--- src/hctl_pkg.sv ---
// Package: request/result types and opcode constants for the Huffman code table lookup.
package hctl_pkg;

  // Opcodes
  localparam logic OP_STORE  = 1'b0;
  localparam logic OP_LOOKUP = 1'b1;

  // Legal code length range
  localparam logic [4:0] LEN_MIN = 5'd1;
  localparam logic [4:0] LEN_MAX = 5'd16;

  // Input request as it arrives on the port
  typedef struct packed {
    logic        opcode;
    logic [1:0]  table_select;
    logic [4:0]  code_length;
    logic [15:0] code_bits;
    logic [7:0]  symbol;
  } in_req_t;

  // Result item
  typedef struct packed {
    logic       found;
    logic [7:0] symbol_out;
    logic       table_full;
  } out_res_t;

  // Classified request passed from front to back through the queue
  typedef struct packed {
    logic        ok;
    logic        opcode;
    logic [1:0]  table_select;
    logic [4:0]  code_length;
    logic [15:0] code_bits;
    logic [7:0]  symbol;
  } cls_req_t;

  // One stored table entry
  typedef struct packed {
    logic [4:0]  len;
    logic [15:0] code;
    logic [7:0]  sym;
  } entry_t;

endpackage

--- src/hctl_front.sv ---
// Front end: takes requests, checks range, masks code bits and holds the classified request.
module hctl_front #(
  parameter int TABLE_COUNT = 4
) (
  input  logic                clk,
  input  logic                rst_n,
  input  logic                start,
  input  hctl_pkg::in_req_t   in_req,
  output logic                busy,
  output logic                push,
  output hctl_pkg::cls_req_t  push_item,
  input  logic                q_full
);

  logic               vld_r;
  logic               vld_nxt;
  hctl_pkg::cls_req_t item_r;
  hctl_pkg::cls_req_t cls;
  logic               take;
  logic [15:0]        len_mask;

  // Mask of the low code_length bits (lengths above 16 are rejected anyway)
  always_comb begin
    len_mask = '0;
    for (int i = 0; i < 16; i++) begin
      len_mask[i] = (5'(i) < in_req.code_length);
    end
  end

  // Classification of the incoming request
  always_comb begin
    cls.ok = (32'(in_req.table_select) < TABLE_COUNT) &&
             (in_req.code_length >= hctl_pkg::LEN_MIN) &&
             (in_req.code_length <= hctl_pkg::LEN_MAX);
    cls.opcode       = in_req.opcode;
    cls.table_select = in_req.table_select;
    cls.code_length  = in_req.code_length;
    cls.code_bits    = in_req.code_bits & len_mask;
    cls.symbol       = in_req.symbol;
  end

  assign push      = vld_r && !q_full;
  assign push_item = item_r;
  assign busy      = vld_r && q_full;
  assign take      = start && !busy;

  always_comb begin
    vld_nxt = vld_r;
    if (take) begin
      vld_nxt = 1'b1;
    end else if (push) begin
      vld_nxt = 1'b0;
    end
  end

  // Holding register
  always_ff @(posedge clk) begin
    if (!rst_n) begin
      vld_r <= 1'b0;
    end else begin
      vld_r <= vld_nxt;
    end
    if (take) begin
      item_r <= cls;
    end
  end

endmodule

--- config.mk ---
export PLATFORM = sky130hd
export DESIGN_NAME = hctl_front
export DESIGN_NICKNAME = d
export VERILOG_FILES = /design/src/hctl_pkg.sv /design/src/hctl_front.sv
export SDC_FILE = /design/constraint.sdc
export NUM_CORES = 1
export LEC_CHECK = 0
export ABC_CLOCK_PERIOD_IN_PS = 3100
export BUFFER_PORTS_ARGS = -buffer_cell sky130_fd_sc_hd__buf_4
export CORE_MARGIN = 10
export CORE_UTILIZATION = 43
export CTS_CLUSTER_SIZE = 14
export DETAILED_ROUTE_END_ITERATION = 8
export PLACE_DENSITY_LB_ADDON = 0.12
export RECOVER_POWER = 100
export SYNTH_ARGS = -nofsm -noshare
export SYNTH_HDL_FRONTEND = slang
export SYNTH_SLANG_ARGS = --single-unit
--- constraint.sdc ---
create_clock -name clk -period 3.1 [get_ports clk]
set_clock_uncertainty 0.2 [all_clocks]
set_input_delay 0.465 -clock clk [delete_from_list [all_inputs] [get_ports clk]]
set_output_delay 0.465 -clock clk [all_outputs]
set_load 0.1 [all_outputs]
==> results of run 1 <==
[flip-flops by register name, indices dropped and copies added (netlist names)]
| name | cells |
|---|---|
| push_item | 33 |
| vld_r | 1 |
[power breakdown]
| part | switching [mW] | leakage, nW | internal [mW] | total, mW |
|---|---|---|---|---|
| Combinational | 0.249 | 0.268 | 0.0456 | 0.294 |
| Clock | 0.138 | 0.0297 | 0.0851 | 0.223 |
| Sequential | 0.00635 | 0.331 | 0.539 | 0.545 |
[worst max-delay path: stages (launching register included)]
cell and delay [ns]:
dfxtp_1 0.34, and2_0 0.20, clkbuf_1 0.90
[layout by cell type (no fill, tap or decap), drive strengths merged, types with 2 or more instances in the layout]
| master | n |
|---|---|
| clkinv | 2 |
| a21boi | 8 |
| buf | 19 |
| o21a | 2 |
| o21ai | 2 |
| nor2b | 4 |
| and3 | 2 |
| clkbuf | 57 |
| nand3 | 2 |
| edfxtp | 33 |
| and2 | 3 |
[stage by stage]
step / instances / utilization
2_1_floorplan: 74 / -
3_3_place_gp: 171 / 0.649
3_5_place_dp: 171 / 0.649
4_1_cts: 179 / 0.667
5_1_grt: 179 / 0.612
6_report: 179 / 0.612
[metal layers]
layer	GRT usage	wire length, um	vias to the layer above	part of all wire
met1	0.118	1230	378	0.40
li1	-	-	432	-
met3	0.0559	287	8	0.095
met4	0.0630	79	0	0.026
met5	0	0	-	0
met2	0.172	1440	44	0.47
[Yosys cell counts]
| master | number | share of area |
|---|---|---|
| o31a_1 | 1 | 0.0069 |
| or4_1 | 1 | 0.0059 |
| and2_1 | 2 | 0.0098 |
| nor2b_1 | 4 | 0.020 |
| buf_6 | 1 | 0.0088 |
| and3_1 | 2 | 0.0098 |
| and2_2 | 1 | 0.0059 |
| a211o_2 | 1 | 0.0078 |
| o211ai_1 | 1 | 0.0059 |
| nand3_1 | 2 | 0.0078 |
| a21oi_1 | 1 | 0.0039 |
| xnor2_1 | 1 | 0.0069 |
| edfxtp_1 | 33 | 0.78 |
| o21ai_0 | 2 | 0.0078 |
| dfxtp_1 | 1 | 0.016 |
| nand2_1 | 1 | 0.0029 |
| or2_2 | 1 | 0.0049 |
| a2111oi_0 | 1 | 0.0069 |
| inv_1 | 1 | 0.0029 |
| nand4_1 | 1 | 0.0049 |
| buf_2 | 3 | 0.012 |
| o21a_1 | 2 | 0.012 |
| a21boi_0 | 8 | 0.047 |
| nor4_1 | 1 | 0.0049 |
| nor2_1 | 1 | 0.0029 |
[area by class of cell]
class                   count  area [um^2]
fillers                   267         1090
well taps                  31         38.8
clock inverters             2         8.76
clock buffers               6         41.3
flip-flops and latches     34         1010
multi-input cells          35          238
repair buffers             70          375
inverters                   1         3.75
[final timing paths]
kind                   from            end  slack, ns  depth (start not counted)
setup reg to reg      vld_r  push_item[31]       0.80                          2
hold / removal    in_req[1]   push_item[1]       0.13                          1
setup / recovery      vld_r           busy       0.66                          2
hold reg to reg       vld_r          vld_r       0.49                          2
[kinds of logic after synthesis]
kind of cell    count (synthesis)  share of synthesized area
compound gates                 17                     0.0980
xor+xnor                        1                    0.00686
buf+inv                         5                     0.0235
flops                          34                      0.792
simple gates                   17                     0.0794
==> results_dict.tcl, run 1 <==
set metrics [dict create \
    setup_viol 0 \
    drt.antenna.violating_nets 0 \
    cts_inserted_buffers 5 \
    dp.final_hpwl_um 2320 \
    fmax_mhz 410 \
    cts_tree "yes" \
    cts_setup_buffers 0 \
    drt_pass1_iterations 3 \
    syn-cell-area_mm2 0.00128 \
    pin_count 71 \
    tns_ns 0 \
    post_cts_resized 0 \
    fin_crit_ns 2.44 \
    cts.sinks 34 \
    fp-row-count 19 \
    clock_latency_ns 0.33 \
    rsz0062_at_grt "no" \
    drcViolationCount 0 \
    n_antenna_cell 0 \
    die_w_um 74.5 \
    yosysUniqueCellTypes 25 \
    clkTransAtPathRegs_ns 0.10 \
    power_mw 1.06 \
    die_h_um 74.5 \
    p_leak_nw 0.629 \
    vias_per_cell 4.82 \
    holdWs_ns 0.127 \
    dp_slack_ns 0.996 \
    clock_path_buffers 2 \
    gp_congestion 0.683 \
    yosysSeqAreaShare 0.792 \
    max_slew_margin -0.0529 \
    num_vias 862 \
    placed_area_mm2 0.00182 \
    finalCritPeriodShare 0.787 \
    drv_slew 34 \
    stdcell_area_mm2 0.00172 \
    wl_um 3030 \
    cp.arrival_ns 1.77 \
    critPathRequiredTime_ns 2.43 \
    ir_drop_mv 0.266 \
    path_max_fanout 3 \
    grt-ovfl-total 0 \
    area_growth_pct 34.5 \
    cts_hold_buffers 0 \
    synth_seq_cells 34 \
    grt_pass1_wl_um 4440 \
    path_class "reg2out" \
    grt_max_degree 34 \
    min_path_type "in2reg" \
    outcome "finished, violations left" \
    p_per_area_mw_per_mm2 619 \
    core_mm2 0.00281 \
    htreeDepth 2 \
    port_buffers 70 \
    grt.total_usage 0.110 \
    endpoint_kind "primary output" \
    crit_path_start_kind "flop" \
    fin_nets 183 \
    antenna_found_initial 0 \
    cap_violations 1 \
    first_iter_violations 44 \
    hold_viol 0 \
    synth_nets 110 \
    worst_pin_slew_ns 1.57 \
    wl_per_cell_um 16.9 \
    layout-drive-gt1-share 0.270 \
    syn_avg_cell_area_um2 17.2 \
    grt_pass1_vias 877 \
    start_util 0.455 \
    dieArea_mm2 0.00555 \
    cts-root-buf "clkbuf_4" \
    fin_ws_ns 0.661 \
    postSynthCellCount 74 \
    yosysWarnings 0 \
    failed_checks "capacitance limit, slew limit" \
]
No activity file was read; power rests on OpenSTA's default activity.
==> run 2, diff against run 1 <==
--- a/config.mk
+++ b/config.mk
@@ -5,7 +5,7 @@
 export SDC_FILE = /design/constraint.sdc
 export NUM_CORES = 1
 export LEC_CHECK = 0
-export ABC_CLOCK_PERIOD_IN_PS = 3100
+export ABC_CLOCK_PERIOD_IN_PS = 2300
 export BUFFER_PORTS_ARGS = -buffer_cell sky130_fd_sc_hd__buf_4
 export CORE_MARGIN = 10
 export CORE_UTILIZATION = 43
==> constraint.sdc (replaced) <==
create_clock -name clk -period 2.3 [get_ports clk]
set_clock_uncertainty 0.2 [all_clocks]
set_input_delay 0.345 -clock clk [delete_from_list [all_inputs] [get_ports clk]]
set_output_delay 0.345 -clock clk [all_outputs]
set_load 0.1 [all_outputs]
==> results_dict.tcl, run 2 (synthesis results as in run 1) <==
set metrics [dict create \
    outcome "completed" \
    max_slew_margin 0.471 \
    final_cell_mix "clkbuf_2, edfxtp_1, buf_4" \
    final_common_cell "clkbuf_2" \
    reg2reg_to "push_item[31]" \
    grt.total_usage 0.123 \
    setup_viol 0 \
    cts-root-buf "clkbuf_4" \
    drt.antenna.violating_nets 0 \
    layout-drive-gt1-share 0.488 \
    pin_count 71 \
    grt_max_degree 34 \
    clock_latency_ns 0.33 \
    fmax_mhz 509 \
    post_cts_resized 0 \
    first_iter_violations 39 \
    power_mw 1.58 \
    slowest_stage "clkbuf_2" \
    r2r_cells 3 \
    die_h_um 74.5 \
    whs_endpoint "vld_r" \
    grt-ovfl-total 0 \
    port_buffers 70 \
    stdcell_area_mm2 0.00191 \
    antenna_found_initial 0 \
    largest_reg_flops 33 \
    cts_hold_buffers 11 \
    endpoint_kind "primary output" \
    hold_start "rst_n" \
    critPathMaxStageDelay_ns 0.51 \
    grt_pass1_vias 952 \
    holdWs_ns 0.0154 \
    finalCritPeriodShare 0.854 \
    n_antenna_cell 0 \
    gp_congestion 0.697 \
    drcViolationCount 0 \
    wl_per_cell_um 16.9 \
    crit_path_start_kind "flop" \
    wl_um 3240 \
    drv_slew 0 \
    start_util 0.455 \
    cts_inserted_buffers 5 \
    fp-row-count 19 \
    finish.cell_count_without_fillers 191 \
    p_per_area_mw_per_mm2 829 \
    htreeDepth 2 \
    path_class "reg2out" \
    hold_depth 2 \
    cts_setup_buffers 0 \
    fin_crit_ns 1.96 \
    path_max_fanout 3 \
    r2r_slack_ns 0.48 \
    dp.final_hpwl_um 2370 \
    critical_path.cell_chain "and2_0, clkbuf_2" \
    cts.sinks 34 \
    placed_area_mm2 0.00183 \
    area_growth_pct 49.5 \
    num_vias 915 \
    clock_path_buffers 2 \
    cap_violations 0 \
    final_core_utilization 0.680 \
    ir_drop_mv 0.475 \
    cts_tree "yes" \
    dpl.cell_count 172 \
    fin_ws_ns 0.337 \
    tns_ns 0 \
    vias_per_cell 4.79 \
    clkTransAtPathRegs_ns 0.10 \
    core_mm2 0.00281 \
    dp_slack_ns 0.596 \
    rsz0062_at_grt "no" \
    p_leak_nw 0.804 \
    drt_pass1_iterations 4 \
    dieArea_mm2 0.00555 \
    r2r_start "vld_r" \
    worst_pin_slew_ns 0.793 \
    critPathRequiredTime_ns 1.75 \
    die_w_um 74.5 \
    cp.arrival_ns 1.42 \
    fin_nets 195 \
    hold_viol 0 \
    grt_pass1_wl_um 5040 \
    min_path_type "in2reg" \
]
-- run 2: how the worst max path moves through the flow --
stage,start,to,slack [ns]
after global placement,q_full,push_item[13],0.63
after CTS,vld_r,busy,0.54
after floorplan,q_full,push,0.07
after detailed placement,q_full,push_item[14],0.60
after global routing,vld_r,busy,0.27
final,vld_r,busy,0.34
-- run 2: layout make-up --
class                   instances  area, um^2
clock buffers                   5        37.5
clock inverters                 3        40.0
fillers                       241         897
inverters                       1        3.75
multi-input cells              35         243
flip-flops and latches         34        1010
well taps                      31        38.8
repair buffers                 82         534
-- run 2: where the power goes --
group	total, mW	internal (mW)	switching [mW]
clock network	0.423	0.225	0.198
logic	0.423	0.0842	0.339
registers	0.736	0.726	0.00978
-- run 2: layer usage --
layer,global-route usage,share of wire
met2,0.194,0.48
met1,0.138,0.39
met4,0.0567,0.016
met5,0,0
met3,0.0598,0.11
-- run 2: worst max-delay path: cells and delay by family, from the launching register on --
family / cells / cell delay [ns]
flip-flops: 1 / 0.33
buffers and inverters: 1 / 0.51
AND/OR/NAND/NOR: 1 / 0.24
