===== src/hctl_pkg.sv =====
// Package: request/result types and opcode constants for the Huffman code table lookup.
package hctl_pkg;

  // Opcodes
  localparam logic OP_STORE  = 1'b0;
  localparam logic OP_LOOKUP = 1'b1;

  // Legal code length range
  localparam logic [4:0] LEN_MIN = 5'd1;
  localparam logic [4:0] LEN_MAX = 5'd16;

  // Input request as it arrives on the port
  typedef struct packed {
    logic        opcode;
    logic [1:0]  table_select;
    logic [4:0]  code_length;
    logic [15:0] code_bits;
    logic [7:0]  symbol;
  } in_req_t;

  // Result item
  typedef struct packed {
    logic       found;
    logic [7:0] symbol_out;
    logic       table_full;
  } out_res_t;

  // Classified request passed from front to back through the queue
  typedef struct packed {
    logic        ok;
    logic        opcode;
    logic [1:0]  table_select;
    logic [4:0]  code_length;
    logic [15:0] code_bits;
    logic [7:0]  symbol;
  } cls_req_t;

  // One stored table entry
  typedef struct packed {
    logic [4:0]  len;
    logic [15:0] code;
    logic [7:0]  sym;
  } entry_t;

endpackage


===== src/hctl_queue.sv =====
// Two-entry queue of classified requests between front and back.
module hctl_queue (
  input  logic                clk,
  input  logic                rst_n,
  input  logic                push,
  input  hctl_pkg::cls_req_t  push_item,
  input  logic                pop,
  output hctl_pkg::cls_req_t  head,
  output logic                empty,
  output logic                full
);

  hctl_pkg::cls_req_t slot_r [2];
  logic               wr_ptr_r;
  logic               rd_ptr_r;
  logic [1:0]         cnt_r;
  logic [1:0]         cnt_nxt;

  assign empty = (cnt_r == 2'd0);
  assign full  = (cnt_r == 2'd2);
  assign head  = slot_r[rd_ptr_r];

  always_comb begin
    cnt_nxt = cnt_r;
    if (push && !pop) begin
      cnt_nxt = cnt_r + 2'd1;
    end else if (pop && !push) begin
      cnt_nxt = cnt_r - 2'd1;
    end
  end

  // Pointers and storage
  always_ff @(posedge clk) begin
    if (!rst_n) begin
      wr_ptr_r <= 1'b0;
      rd_ptr_r <= 1'b0;
      cnt_r    <= 2'd0;
    end else begin
      cnt_r <= cnt_nxt;
      if (push) begin
        wr_ptr_r <= ~wr_ptr_r;
      end
      if (pop) begin
        rd_ptr_r <= ~rd_ptr_r;
      end
    end
    if (push) begin
      slot_r[wr_ptr_r] <= push_item;
    end
  end

endmodule


===== config.mk =====
export PLATFORM = sky130hd
export DESIGN_NAME = hctl_queue
export DESIGN_NICKNAME = d
export VERILOG_FILES = /design/src/hctl_pkg.sv /design/src/hctl_queue.sv
export SDC_FILE = /design/constraint.sdc
export NUM_CORES = 1
export LEC_CHECK = 0
export ABC_AREA = 0
export BUFFER_PORTS_ARGS = -buffer_cell sky130_fd_sc_hd__buf_4
export CELL_PAD_IN_SITES_DETAIL_PLACEMENT = 0
export CELL_PAD_IN_SITES_GLOBAL_PLACEMENT = 1
export CORE_ASPECT_RATIO = 0.9
export CORE_MARGIN = 2
export CORE_UTILIZATION = 43
export CTS_CLUSTER_DIAMETER = 80
export DETAILED_ROUTE_END_ITERATION = 8
export PLACE_DENSITY_LB_ADDON = 0.2
export SKIP_CTS_REPAIR_TIMING = 1
export SLEW_MARGIN = 10
export SYNTH_ARGS = -nofsm -noshare
export SYNTH_HDL_FRONTEND = slang
export SYNTH_SLANG_ARGS = --single-unit

===== constraint.sdc =====
create_clock -name clk -period 2.47 [get_ports clk]
set_input_delay 0.1235 -clock clk [delete_from_list [all_inputs] [get_ports clk]]
set_output_delay 0.1235 -clock clk [all_outputs]
set_load 0.03 [all_outputs]

==> impl_metrics.csv, run 1 <==
group,metric,value,unit
critical_path,critPathLaunchType,"flop",
final_layout,finalNonFillerCells,316,
critical_path,end_kind,"output port",
logic_synthesis,ys_seq_area_share,80.23,%
drt,drc,3,
die,die_h,77.70,microns
drt,drtIter0Drc,100,
critical_path,max_stage_delay,0.38,ns
sta,slew_viol_final,0,
clock_tree,clock_latency,0.33,ns
power_and_ir_drop,cellLeakagePower,1.434,nW
global_routing,grt_pass1_vias,1477,
sta,setup_violations,0,
placed_design,port-buffer-count,71,
placed_design,dp_cells,267,
critical_path,cp_slowest_cell,"mux2_2",
sta,worstMarginPinSlew,0.4510,ns
clock_tree,numCtsBuffers,9,
global_routing,antenna_found_initial,0,
sta,max_clock_freq,0.6293,GHz
critical_path,worstPathRequired,2.35,ns
die,die_w,85.89,microns
power_and_ir_drop,vdd_drop_max,350.6,uV
logic_synthesis,syn_nets,163,
critical_path,cp_num_buf_inv,2,
clock_tree,clockBufferDepth,2,
final_layout,layout.nets,279,
critical_path,critical_path.cell_chain,"buf_4 -> mux2_2 -> buf_4",
critical_path,cp_max_fo,17,
die,io_pins,72,
sta,rsz0062_at_grt,"false",
clock_tree,h-tree-depth,3,
sta,fin_tns_setup,0,ns
final_layout,diodes,0,
sta,maxSlewHeadroom,69.93,%
logic_synthesis,avgSynthCellArea,20.76,sq um
power_and_ir_drop,power-per-cell-area,707.8,nW/um^2
logic_synthesis,synth_warnings,0,
critical_path,path_delay_family,"buffers and inverters",
critical_path,cp_data_arrival_time,1.47,ns
drt,vias,1489,
final_layout,layout_common_cells,"buf_4 (76), edfxtp_1 (66), mux2_2 (33), dlygate4sd3_1 (33), clkbuf_8 (10)",
placed_design,hpwl,2.973,mm
sta,fin_worst_skew,0.006187,ns
logic_synthesis,synth_seq_cells,71,
critical_path,cp_common_cell,"buf_4",
drt,postRouteWirelength,4.661,mm
clock_tree,cts_tree,"yes",
drt,first_pass_iters,6,
logic_synthesis,ys_types,17,
global_routing,grt_pass1_wl,6.782,mm
job,max_cap_viol_count,0,
die,design.die.area,6673,sq um
clock_tree,cts_root_buf,"clkbuf_8",
die,start_util,45.07,%
logic_synthesis,syn_inst,125,
final_layout,syn_to_final_growth,43.73,%
sta,period_minus_slack,1.589,ns
final_layout,drive_gt1_share,49.59,%
clock_tree,path_clk_slew,0.06,ns
die,core_area,5758,sq um
run_status,violations,"design-rule violations",
sta,hold_viol,0,
drt,vias_per_cell,4.712,
placed_design,gp_congestion,0.7135,
global_routing,grt_max_degree,34,
clock_tree,clock_sinks,71,
drt,routedWlPerCell,14.75,microns
drt,detail-route-antenna-nets,0,
critical_path,crit_type,"reg2out",
run_status,status,"finished, violations left",
logic_synthesis,mappedNetlistArea,2595,sq um
die,fp-row-count,26,
hold_path,min_path_type,"in2reg",
final_layout,final_common_cell,"buf_4",
global_routing,grt_use_total,13.95,%
global_routing,grt-ovfl-total,0,
sta,timing.final.crit_share,64.33,%
[power by group]
part           internal, W  switching, W  total (W)
Clock             0.000393      0.000369   0.000762
Combinational     0.000224      0.000248   0.000473
Sequential         0.00139     0.0000190    0.00141
Total              0.00200      0.000637    0.00264
[stage by stage]
step	utilization (%)	instance area, sq um	power (W)	setup WS (ns)	hold slack (ns)
2_1_floorplan	-	2595	0.001688	0.2217	0.2224
3_3_place_gp	56.24	3238	0.001852	1.240	0.3084
3_5_place_dp	56.24	3238	0.001865	1.221	0.3111
4_1_cts	59.04	3400	0.002625	0.8536	-0.04353
5_1_grt	64.78	3730	0.002754	0.8066	0.04353
6_report	64.78	3730	0.002640	0.8810	0.04281
[flip-flops by register name, summed over array words and instances (netlist names), named ones only]
register  count
rd_ptr_r      1
slot_r       66
wr_ptr_r      1
cnt_r         2
[per-layer routing]
| metal | part of all wire, % | up-vias | track usage (%) |
|---|---|---|---|
| li1 | - | 712 | - |
| met1 | 42 | 712 | 16.40 |
| met2 | 50 | 54 | 22.02 |
| met3 | 6.0 | 11 | 5.319 |
| met4 | 1.9 | 0 | 7.619 |
| met5 | 0 | - | 0 |
[Yosys cell counts, drive strengths merged]
cell / number / area (sq um)
xor2: 2 / 17.52
or3: 1 / 6.260
xnor2: 1 / 8.760
and2b: 1 / 8.760
buf: 4 / 22.52
and2: 4 / 25.02
nor2b: 2 / 12.51
dfxtp: 5 / 100.1
inv: 1 / 3.750
o21a: 1 / 7.510
ha: 1 / 12.51
nor2: 1 / 3.750
o21ai: 1 / 5.000
edfxtp: 66 / 1982
a21boi: 1 / 7.510
mux2: 33 / 371.6
[cell families after synthesis]
family / after synthesis / share of synthesized area [%]
AO/OA/AOI/OAI: 3 / 0.7715
XOR/XNOR: 3 / 1.013
adder cells (fa/ha/maj): 1 / 0.4821
buffers and inverters: 5 / 1.012
flip-flops: 71 / 80.23
multiplexers: 33 / 14.32
AND/OR/NAND/NOR: 9 / 2.170
[layout make-up]
type	instances	area, sq um
sequential	71	2082
inverter	1	3.754
fill	416	2028
tap	70	87.58
timing repair buffer	109	900.9
clock inverter	1	5.005
multi-input combinational	49	494.2
clock buffer	15	156.4
[path summary, 6_finish.rpt]
path,start,end,slack (ns),cells after the start
max,flop,head[25],0.88,3
min,rst_n,cnt_r[0]$_SDFFE_PN0P_,0.04,2
max reg2reg,wr_ptr_r$_SDFFE_PN0P_,slot_r[0][27]$_DFFE_PP_,1.25,2
min reg2reg,cnt_r[1]$_SDFFE_PN0P_,cnt_r[1]$_SDFFE_PN0P_,0.54,2
Note: power is estimated with default switching activity, not from simulation.
==> inputs of run 2 (changes only) <==
- clock period: 2.47 -> 1.7 ns (I/O delays scaled with it)
==> impl_metrics.csv, run 2 (synthesis gave the netlist of run 1 again) <==
group,metric,value,unit
run_status,status,"finished, violations left",
run_status,violations,"design-rule violations",
sta,max_clock_freq,0.6378,GHz
die,fp-row-count,26,
power_and_ir_drop,power-per-cell-area,1048,nW/um^2
critical_path,cp_max_fo,24,
clock_tree,cts_root_buf,"clkbuf_8",
drt,drtIter0Drc,83,
sta,rsz0062_at_grt,"false",
die,die_h,77.70,microns
sta,period_minus_slack,1.568,ns
final_layout,layout.nets,281,
clock_tree,clockBufferDepth,2,
final_layout,layout_common_cells,"buf_4 (76), edfxtp_1 (66), dlygate4sd3_1 (34)",
critical_path,reg2reg_slack,0.58,ns
global_routing,grt_pass1_vias,1445,
critical_path,critPathLaunchType,"flop",
sta,maxSlewHeadroom,80.23,%
critical_path,crit_type,"reg2out",
critical_path,cp_slowest_cell,"mux2_2",
clock_tree,path_clk_slew,0.07,ns
placed_design,port-buffer-count,71,
critical_path,reg2reg_from,"wr_ptr_r$_SDFFE_PN0P_",
placed_design,hpwl,2.969,mm
critical_path,rr_worst_depth,2,
drt,routedWlPerCell,14.78,microns
sta,fin_worst_skew,0.005204,ns
hold_path,min_path_cells,3,
critical_path,critical_path.cell_chain,"buf_6 -> mux2_2 -> buf_4",
critical_path,end_kind,"output port",
placed_design,place_ws,0.4135,ns
clock_tree,numCtsBuffers,9,
hold_path,min_from,"pop",
global_routing,grt_pass1_wl,6.989,mm
drt,postRouteWirelength,4.700,mm
placed_design,gp_congestion,0.7383,
die,start_util,45.07,%
final_layout,final_common_cell,"buf_4",
critical_path,max_stage_delay,0.38,ns
drt,detail-route-antenna-nets,0,
final_layout,diodes,0,
power_and_ir_drop,power,0.003951,W
final_layout,syn_to_final_growth,45.27,%
sta,slew_viol_final,0,
critical_path,cp_data_arrival_time,1.48,ns
power_and_ir_drop,cellLeakagePower,1.457,nW
clock_tree,h-tree-depth,3,
final_layout,final_core_util,65.47,%
die,io_pins,72,
hold_path,holdPathEnd,"rd_ptr_r$_SDFFE_PN0P_",
critical_path,worstPathRequired,1.62,ns
die,core_area,5758,sq um
drt,drc,4,
hold_path,min_path_type,"in2reg",
job,max_cap_viol_count,0,
final_layout,largest_register_ffs,66,
global_routing,antenna_found_initial,0,
drt,vias,1497,
sta,setup_ws,0.1321,ns
clock_tree,clock_latency,0.33,ns
final_layout,max_flop_register,"slot_r",
critical_path,r2r-end,"slot_r[1][11]$_DFFE_PP_",
sta,fin_tns_setup,0,ns
drt,vias_per_cell,4.708,
die,die_w,85.89,microns
global_routing,grt_max_degree,25,
die,design.die.area,6673,sq um
sta,timing.final.crit_share,92.23,%
final_layout,reg_top3,"slot_r: 66 flops, cnt_r: 2 flops",
power_and_ir_drop,vdd_drop_max,657.5,uV
sta,setup_violations,0,
sta,worstMarginPinSlew,0.2966,ns
clock_tree,cts_tree,"yes",
final_layout,drive_gt1_share,50.40,%
sta,hold_viol,0,
drt,first_pass_iters,6,
clock_tree,clock_sinks,71,
global_routing,grt_use_total,14.50,%
global_routing,grt-ovfl-total,0,
[run 2: final cells by class]
type	instances	area (sq um)
repair buffers	111	922.1
well taps	70	87.58
fillers	421	1988
clock inverters	5	48.80
multi-input cells	49	494.2
clock buffers	11	131.4
flip-flops and latches	71	2082
inverters	1	3.754
[run 2: through the flow]
stage / instance area, sq um / hold WS [ns] / std cells
floorplan: 2597 / 0.1839 / 125
global placement: 3246 / 0.2695 / 268
detailed placement: 3246 / 0.2728 / 268
CTS: 3426 / -0.09100 / 284
global route: 3770 / 0.1080 / 318
finish: 3770 / 0.09969 / 318
[run 2: worst max path at each step]
stage                        endpoint  slack, ns  cells after the start
2_1_floorplan  slot_r[0][0]$_DFFE_PP_       0.09                      1
3_3_place_gp                 head[16]       0.44                      3
3_5_place_dp                 head[11]       0.41                      3
4_1_cts                       head[8]       0.02                      3
5_1_grt                      head[19]       0.05                      3
6_report                      head[8]       0.13                      3
[run 2: per-layer routing]
metal | vias up | wire length (microns) | global-route usage, %
met5 | - | 0 | 0
met4 | 0 | 72 | 5.714
met3 | 8 | 318 | 7.660
met2 | 51 | 2372 | 23.80
met1 | 723 | 1936 | 15.74
li1 | 715 | - | -
[run 2: where the power goes]
group	internal, W	switching, W
clock network	0.000666	0.000552
logic	0.000331	0.000360
registers	0.00201	0.0000280
total	0.00301	0.000940
[run 2: worst max-delay path, delay by kind of cell (launching register included)]
family | cells | cell delay, ns
buf+inv | 2 | 0.42
flops | 1 | 0.35
mux | 1 | 0.38
==> inputs of run 3 (changes only) <==
--- a/config.mk
+++ b/config.mk
@@ -8,4 +8,5 @@
 export ABC_AREA = 0
 export BUFFER_PORTS_ARGS = -buffer_cell sky130_fd_sc_hd__buf_4
+export CAP_MARGIN = 20
 export CELL_PAD_IN_SITES_DETAIL_PLACEMENT = 0
 export CELL_PAD_IN_SITES_GLOBAL_PLACEMENT = 1
@@ -21,2 +22,3 @@
 export SYNTH_HDL_FRONTEND = slang
 export SYNTH_SLANG_ARGS = --single-unit
+export TNS_END_PERCENT = 50
==> constraint.sdc (replaced) <==
create_clock -name clk -period 1.7 [get_ports clk]
set_input_delay 0.085 -clock clk [delete_from_list [all_inputs] [get_ports clk]]
set_output_delay 0.085 -clock clk [all_outputs]
set_load 0.005 [all_outputs]
==> impl_metrics.csv, run 3 (synthesis gave the netlist of run 1 again) <==
group,metric,value,unit
final_layout,largest_register_ffs,66,
global_routing,grt_use_total,13.50,%
final_layout,nFillCells,409,
power_and_ir_drop,switchingPower,0.0008275,W
placed_design,gp_congestion,0.7302,
global_routing,grt_pass1_vias,1407,
sta,rsz0062_at_grt,"false",
sta,period_minus_slack,1.593,ns
drt,drc,4,
drt,drtIter0Drc,103,
clock_tree,cts_root_buf,"clkbuf_8",
clock_tree,clock_latency,0.33,ns
hold_path,min_from,"push",
placed_design,port-buffer-count,71,
critical_path,end_kind,"output port",
critical_path,cp_max_fo,24,
final_layout,syn_to_final_growth,46.09,%
power_and_ir_drop,p_clk_share,34.3,%
sta,worstMarginPinSlew,0.3229,ns
final_layout,drive_gt1_share,51.61,%
critical_path,cp_data_arrival_time,1.51,ns
clock_tree,path_clk_slew,0.07,ns
global_routing,antenna_found_initial,0,
clock_tree,clock_sinks,71,
power_and_ir_drop,seq_power_share,52.5,%
critical_path,reg2reg_slack,0.52,ns
power_and_ir_drop,p_int,0.003057,W
job,max_cap_viol_count,0,
sta,max_clock_freq,0.6277,GHz
global_routing,grt_max_degree,25,
hold_path,min_path_type,"in2reg",
die,die_h,77.70,microns
critical_path,r2r-end,"slot_r[1][27]$_DFFE_PP_",
sta,slew_viol_final,0,
power_and_ir_drop,power-per-cell-area,1025,nW/um^2
final_layout,final_core_util,65.84,%
hold_path,min_path_cells,3,
drt,postRouteWirelength,4.709,mm
clock_tree,h-tree-depth,3,
final_layout,layout_common_cells,"buf_4 (77), edfxtp_1 (66), dlygate4sd3_1 (34)",
sta,hold_viol,0,
final_layout,multiInputGateArea,494.2,sq um
clock_tree,cts_tree,"yes",
clock_tree,numCtsBuffers,9,
final_layout,max_flop_register,"slot_r",
final_layout,diodes,0,
sta,maxSlewHeadroom,78.48,%
die,core_area,5758,sq um
die,start_util,45.07,%
drt,vias,1473,
drt,vias_per_cell,4.632,
run_status,violations,"design-rule violations",
die,die_w,85.89,microns
power_and_ir_drop,p_comb_share,13.2,%
sta,setup_violations,0,
power_and_ir_drop,vdd_drop_max,541.7,uV
power_and_ir_drop,swShare,21.31,%
final_layout,final_common_cell,"buf_4",
drt,first_pass_iters,7,
sta,fin_worst_skew,0.01125,ns
critical_path,reg2reg_from,"wr_ptr_r$_SDFFE_PN0P_",
final_layout,layout.nets,281,
die,fp-row-count,26,
global_routing,grt-ovfl-total,0,
placed_design,hpwl,2.919,mm
final_layout,ff_latch_area,2082,sq um
global_routing,grt_pass1_wl,6.658,mm
critical_path,rr_worst_depth,2,
critical_path,crit_type,"reg2out",
sta,timing.final.crit_share,93.72,%
sta,fin_tns_setup,0,ns
critical_path,critPathLaunchType,"flop",
critical_path,worstPathRequired,1.62,ns
power_and_ir_drop,cellLeakagePower,1.460,nW
run_status,status,"finished, violations left",
hold_path,holdPathEnd,"wr_ptr_r$_SDFFE_PN0P_",
drt,detail-route-antenna-nets,0,
die,design.die.area,6673,sq um
drt,routedWlPerCell,14.81,microns
clock_tree,clockBufferDepth,2,
die,io_pins,72,
final_layout,reg_top3,"slot_r: 66 flops, cnt_r: 2 flops",
run 3: worst max-delay path, cell delays in order (launching register included):
cell	delay (ns)
dfxtp_1	0.33
buf_4	0.31
mux2_2	0.39
buf_4	0.14
run 3: how the worst max path moves through the flow:
stage / to / slack, ns
after floorplan: slot_r[0][0]$_DFFE_PP_ / 0.09
after global placement: head[16] / 0.47
after detailed placement: head[16] / 0.45
after CTS: head[16] / 0.07
after global routing: head[8] / 0.01
final: head[8] / 0.11
run 3: layout make-up:
class	instances	share of cell area (%)
Tap cell	70	2.310
Sequential cell	71	54.92
Clock inverter	6	1.782
Inverter	1	0.09901
Multi-Input combinational cell	49	13.04
Clock buffer	10	3.630
Timing Repair Buffer	111	24.22
run 3: per-layer routing:
metal	track usage [%]	vias up	routed length (microns)
li1	-	717	-
met1	15.39	705	1933
met2	22.02	46	2469
met3	5.000	5	261
met4	7.143	0	45
met5	0	-	0
run 3: per-stage QoR:
step	worst slack [ns]	instances	hold WS, ns	total power, W	cell area, sq um
3_3_place_gp	0.4714	268	0.2693	0.002516	3246
3_5_place_dp	0.4510	268	0.2729	0.002535	3246
4_1_cts	0.07047	284	-0.08721	0.003872	3451
5_1_grt	0.01127	318	0.09762	0.004057	3791
2_1_floorplan	0.08510	125	0.1839	0.002275	2597
6_report	0.1068	318	0.1039	0.003884	3791
run 3: power groups by stage:
stage / sequential (W) / combinational, W / clock, W
floorplan: 0.00207 / 0.000203 / 0
global placement: 0.00207 / 0.000442 / 0
detailed placement: 0.00208 / 0.000455 / 0
CTS: 0.00204 / 0.000457 / 0.00137
global route: 0.00205 / 0.000554 / 0.00146
finish: 0.00204 / 0.000513 / 0.00133
